### src/vwapdev_pkg.sv
// shared constants, types and command/status structs of the vwap deviation window
package vwapdev_pkg;

	localparam int WINDOW_MAX = 256;
	localparam int FRAC_BITS  = 16;

	localparam int PRICE_W = 24;
	localparam int VOL_W   = 32;
	localparam int PROD_W  = PRICE_W + VOL_W;
	localparam int SPV_W   = 64;
	localparam int SV_W    = 40;
	localparam int DEV_W   = 32;
	localparam int STAT_W  = 2;
	localparam int CFG_W   = 9;

	localparam int SLOT_W = $clog2(WINDOW_MAX);
	localparam int FILL_W = $clog2(WINDOW_MAX + 1);
	localparam int WIN_W  = (FILL_W > CFG_W) ? FILL_W : CFG_W;

	// quotient bits below the saturation bound of a 32-bit signed result
	localparam int QUO_W     = DEV_W - 1;
	localparam int PRE_SHIFT = QUO_W - FRAC_BITS;
	localparam int CNT_W     = $clog2(QUO_W);

	localparam logic [CFG_W-1:0] WINDOW_RESET = CFG_W'(50);

	localparam logic [DEV_W-1:0] DEV_MAX = {1'b0, {(DEV_W-1){1'b1}}};
	localparam logic [DEV_W-1:0] DEV_MIN = {1'b1, {(DEV_W-1){1'b0}}};

	localparam logic [STAT_W-1:0] STAT_OK      = 2'd0;
	localparam logic [STAT_W-1:0] STAT_NO_VOL  = 2'd1;
	localparam logic [STAT_W-1:0] STAT_NO_VWAP = 2'd2;

	typedef enum logic [1:0] {
		MUL_OLD,
		MUL_NEW,
		MUL_SV_LO,
		MUL_SV_HI
	} mul_sel_t;

	typedef struct packed {
		logic     capture;
		logic     mul_en;
		mul_sel_t mul_sel;
		logic     ring_upd;
		logic     sum_sub;
		logic     sum_add;
		logic     a_lo;
		logic     a_hi;
		logic     prep;
		logic     ovf_chk;
		logic     div_step;
		logic     load_out;
		logic     clear;
	} vwapdev_cmd_t;

	typedef struct packed {
		logic sv_zero;
		logic spv_zero;
		logic sat;
	} vwapdev_stat_t;

endpackage

### src/vwapdev_ctrl.sv
// sequencer: steps one bar through window update, vwap check and division
module vwapdev_ctrl import vwapdev_pkg::*; (
	input  logic          clk,
	input  logic          arst_n,
	input  logic          in_valid,
	output logic          in_ready,
	output logic          out_valid,
	input  logic          out_ready,
	input  logic          cfg_valid,
	output logic          cfg_ready,
	input  vwapdev_stat_t stat,
	output vwapdev_cmd_t  cmd
);

	typedef enum logic [3:0] {
		S_IDLE,
		S_EVICT,
		S_SUB,
		S_ADD,
		S_CHK,
		S_AHI,
		S_ASUM,
		S_PREP,
		S_OVF,
		S_DIV,
		S_DONE
	} state_t;

	state_t           state_q;
	logic [CNT_W-1:0] cnt_q;
	logic             out_valid_q;
	logic             out_free;

	assign out_free  = !out_valid_q || out_ready;
	assign cfg_ready = (state_q == S_IDLE);
	assign in_ready  = (state_q == S_IDLE) && !cfg_valid;
	assign out_valid = out_valid_q;

	always_comb begin
		cmd          = '0;
		cmd.mul_sel  = MUL_NEW;
		cmd.clear    = cfg_valid && cfg_ready;
		unique case (state_q)
			S_IDLE: begin
				cmd.capture = in_valid && in_ready;
			end
			S_EVICT: begin
				cmd.mul_en   = 1'b1;
				cmd.mul_sel  = MUL_OLD;
				cmd.ring_upd = 1'b1;
			end
			S_SUB: begin
				cmd.mul_en  = 1'b1;
				cmd.mul_sel = MUL_NEW;
				cmd.sum_sub = 1'b1;
			end
			S_ADD: begin
				cmd.sum_add = 1'b1;
			end
			S_CHK: begin
				cmd.mul_en  = 1'b1;
				cmd.mul_sel = MUL_SV_LO;
			end
			S_AHI: begin
				cmd.a_lo    = 1'b1;
				cmd.mul_en  = 1'b1;
				cmd.mul_sel = MUL_SV_HI;
			end
			S_ASUM: begin
				cmd.a_hi = 1'b1;
			end
			S_PREP: begin
				cmd.prep = 1'b1;
			end
			S_OVF: begin
				cmd.ovf_chk = 1'b1;
			end
			S_DIV: begin
				cmd.div_step = 1'b1;
			end
			S_DONE: begin
				cmd.load_out = out_free;
			end
			default: begin
			end
		endcase
	end

	always_ff @(posedge clk or negedge arst_n) begin
		if (!arst_n) begin
			state_q     <= S_IDLE;
			cnt_q       <= '0;
			out_valid_q <= 1'b0;
		end else begin
			if (state_q == S_DONE && out_free) begin
				out_valid_q <= 1'b1;
			end else if (out_valid_q && out_ready) begin
				out_valid_q <= 1'b0;
			end
			unique case (state_q)
				S_IDLE: begin
					if (in_valid && in_ready) begin
						state_q <= S_EVICT;
					end
				end
				S_EVICT: state_q <= S_SUB;
				S_SUB:   state_q <= S_ADD;
				S_ADD:   state_q <= S_CHK;
				S_CHK: begin
					// zero sums skip the quotient
					if (stat.sv_zero || stat.spv_zero) begin
						state_q <= S_DONE;
					end else begin
						state_q <= S_AHI;
					end
				end
				S_AHI:  state_q <= S_ASUM;
				S_ASUM: state_q <= S_PREP;
				S_PREP: state_q <= S_OVF;
				S_OVF: begin
					cnt_q <= '0;
					if (stat.sat) begin
						state_q <= S_DONE;
					end else begin
						state_q <= S_DIV;
					end
				end
				S_DIV: begin
					cnt_q <= cnt_q + 1'b1;
					if (cnt_q == CNT_W'(QUO_W - 1)) begin
						state_q <= S_DONE;
					end
				end
				S_DONE: begin
					if (out_free) begin
						state_q <= S_IDLE;
					end
				end
				default: state_q <= S_IDLE;
			endcase
		end
	end

endmodule

### config.mk
export PLATFORM = sky130hd
export DESIGN_NAME = vwapdev_ctrl
export DESIGN_NICKNAME = d
export VERILOG_FILES = /design/src/vwapdev_pkg.sv /design/src/vwapdev_ctrl.sv
export SDC_FILE = /design/constraint.sdc
export NUM_CORES = 1
export LEC_CHECK = 0
export ABC_AREA = 1
export ABC_CLOCK_PERIOD_IN_PS = 1280
export BUFFER_PORTS_ARGS = -buffer_cell sky130_fd_sc_hd__buf_2
export CORE_MARGIN = 3
export CORE_UTILIZATION = 40
export CTS_BUF_LIST = sky130_fd_sc_hd__clkbuf_8 sky130_fd_sc_hd__clkbuf_16
export DETAILED_ROUTE_END_ITERATION = 6
export PLACE_DENSITY = 0.66
export SLEW_MARGIN = 10
export SYNTH_ARGS = -nofsm -noshare
export SYNTH_HDL_FRONTEND = slang
export SYNTH_SLANG_ARGS = --single-unit
### constraint.sdc
create_clock -name clk -period 1.28 [get_ports clk]
set_input_delay 0.192 -clock clk [delete_from_list [all_inputs] [get_ports clk]]
set_output_delay 0.192 -clock clk [all_outputs]
set_load 0.02 [all_outputs]
==> results by group <==
Finish
  • Layout cells sized above 1: 0.6154
  • Flip-flop and latch area: 255.2 um2
  • Fill cells: 87
  • Final nets: 167
  • Multi-input gate area: 523.0 um2
  • Commonest non-fill, non-tap cell in the layout: buf_6
  • N_diodes: 0
  • Final Util: 0.8611
  • Synth-to-Final Area Change: 90.12%
  • Most frequent cells in the layout: buf_6, nand2_1, buf_4, nor2_4, buf_2

Clock network
  • CTS tree: yes
  • Cts bufs inserted: 3
  • Clock slew at reported path FFs: 40 ps
  • Clock Sinks: 10
  • Max H-tree Level: 1
  • Clk_lat worst skew: 240 ps
  • Longest Clk Path Bufs: 2
  • CTS root buffer: clkbuf_8

STA
  • Worst Max-Slew Pin Slew: 239.4 ps
  • Final min period: 1575 ps
  • Count of final max-slew check failures: 0
  • RSZ-0062 raised after global routing: true
  • Fin Clk Skew: 4.727 ps
  • Setup-failing EPs final: 24
  • Fmax: 0.6351 GHz
  • Tcrit/Tclk final: 1.230
  • Final Worst Setup Slack: -294.5 ps
  • Final Hold Fails: 0
  • Rel. slew slack: 0.8397

Worst setup path
  • WP buf/inv: 2
  • Most frequent CP cell: nand2_2
  • Crit-path cells: nor2_4, nand2_2, inv_4, nor2_2, nand2_2, nand3_4, buf_6
  • CP max stage cell: dfrtp_2
  • CP Max Fanout: 4
  • Worst EP arrival: 1380 ps
  • Critical path class: reg -> out
  • Crit end category: primary output
  • Worst EP required: 1090 ps
  • CP startpoint kind: flip-flop
  • Largest delay contributor family on the critical path: simple AND/OR/NAND/NOR gates
  • Crit path largest cell delay: 440 ps

Placement
  • Post-DP HPWL: 1.317 mm
  • # port buffers: 24
  • Gpl congestion: 0.7541

Synthesis
  • Post-Synthesis Cells: 102
  • Yosys top cell by area: dfrtp_1
  • Syn avg cell area: 7.078 um2
  • YS warnings: 0
  • Seq/Total Area, Yosys: 0.3466
  • Synth cell types: 20
  • Synthesized area: 721.9 um2
  • Syn nets: 112
  • Top cell type's share of synthesized area: 0.3466
  • Number of synthesized register bits: 10
  • Synth top area cells: dfrtp_1, nand2_1, inv_1

Route
  • DRT antenna net count: 0
  • Starting DRC count in detailed routing: 43
  • Router iterations before antenna repair: 5
  • Via count: 914
  • Vias/cell: 5.078
  • Total wire length: 2.609 mm
  • Detailed-route wire length per cell: 14.49 um
  • Residual DRC count: 0

Die
  • Die area: 2351 um2
  • Die height: 48.49 um
  • Core box area: 1594 um2
  • # IOs: 25
  • Std cell rows: 14
  • Width of the die: 48.49 um
  • Initial core utilization: 0.4529

Outcome
  • Violations in the final reports: setup timing
  • Status: finished with violations

Worst hold path
  • Hold crit path type: in -> reg

Global routing
  • Grt total ovfl: 0
  • Initial antenna violation count: 0
  • Vias in the first global route: 776
  • First-pass GRT wire length: 3.381 mm
  • Tot GR Track Use: 0.1846
  • Largest net degree at the start of global routing: 11

Run
  • Max_cap viols: 0

Power and ir drop
  • Leakage: 0.7346 nW
  • P per Cell Area: 2306 nW/um2
  • Maximum VDD drop: 0.001636 V
  • Overall Power: 3.165 mW
[where the power goes]
group	switching [mW]	total, mW	internal (mW)	leakage, nW
combinational	1.20	2.27	1.07	0.579
sequential	0.153	0.564	0.412	0.129
clock	0.122	0.332	0.210	0.0269
[layout make-up]
class / count / area share
repair buffers: 50 / 0.3236
clock inverters: 1 / 0.002735
well taps: 24 / 0.02188
inverters: 18 / 0.05469
flip-flops and latches: 10 / 0.1860
clock buffers: 3 / 0.03008
multi-input cells: 74 / 0.3810
[synth_stat cells (all sizes together)]
cell,count
a21oi,1
dfrtp,10
ha,2
inv,18
nand2,29
nand3,8
nand4,2
nor2,20
nor3b,1
o211ai,1
o21ai,6
o21bai,1
xnor2,1
xor2,2
[registers in the layout, indices dropped and copies added, names as in the netlist]
register,flops
state_q,4
out_valid,1
cnt_q,5
[final timing paths]
path                                 start          to  slack, ps  cells past startpoint
worst max-delay path            state_q[2]     cmd[10]       -290                      7
worst min-delay path             out_ready   out_valid        170                      2
worst max register to register  state_q[2]  state_q[1]       -150                     10
worst min register to register    cnt_q[0]    cnt_q[0]        520                      1
max in group asynchronous           arst_n  state_q[2]        720                      2
min in group asynchronous           arst_n    cnt_q[1]        350                      2
[timing repair]
item,in CTS,in global routing
buffers inserted,8,9
endpoints found under the hold margin,10,0
pin swaps,14,6
setup endpoints to repair,17,24
hold buffers,1,0
resized for setup,43,23
[kinds of logic after synthesis]
family,synth area share
and+or+nand+nor,0.4142
DFF,0.3466
buffers and inverters,0.09358
AOI/OAI and AO/OA,0.07452
xor gates and xnor gates,0.03640
adders and majority gates,0.03466
[stage by stage]
step           setup TNS [ps]  cell area [um2]  worst slack [ps]  hold WS, ps  instances
2_1_floorplan          -89.63            764.5            -87.38       -103.6        102
3_3_place_gp           -124.0            974.7            -54.27        60.45        158
3_5_place_dp           -170.7            974.7            -69.40        63.98        158
4_1_cts                 -2749             1229            -246.8        168.0        171
5_1_grt                 -5080             1373            -373.7        199.6        180
6_report                -3912             1373            -294.5        165.1        180
[metal layers]
layer | vias up | routed length, um | GRT usage
li1 | 428 | - | -
met1 | 412 | 956 | 0.2261
met2 | 57 | 1308 | 0.3257
met3 | 17 | 235 | 0.05521
met4 | 0 | 108 | 0.02844
met5 | - | 0 | 0
Note: power is estimated with default switching activity, not from simulation.
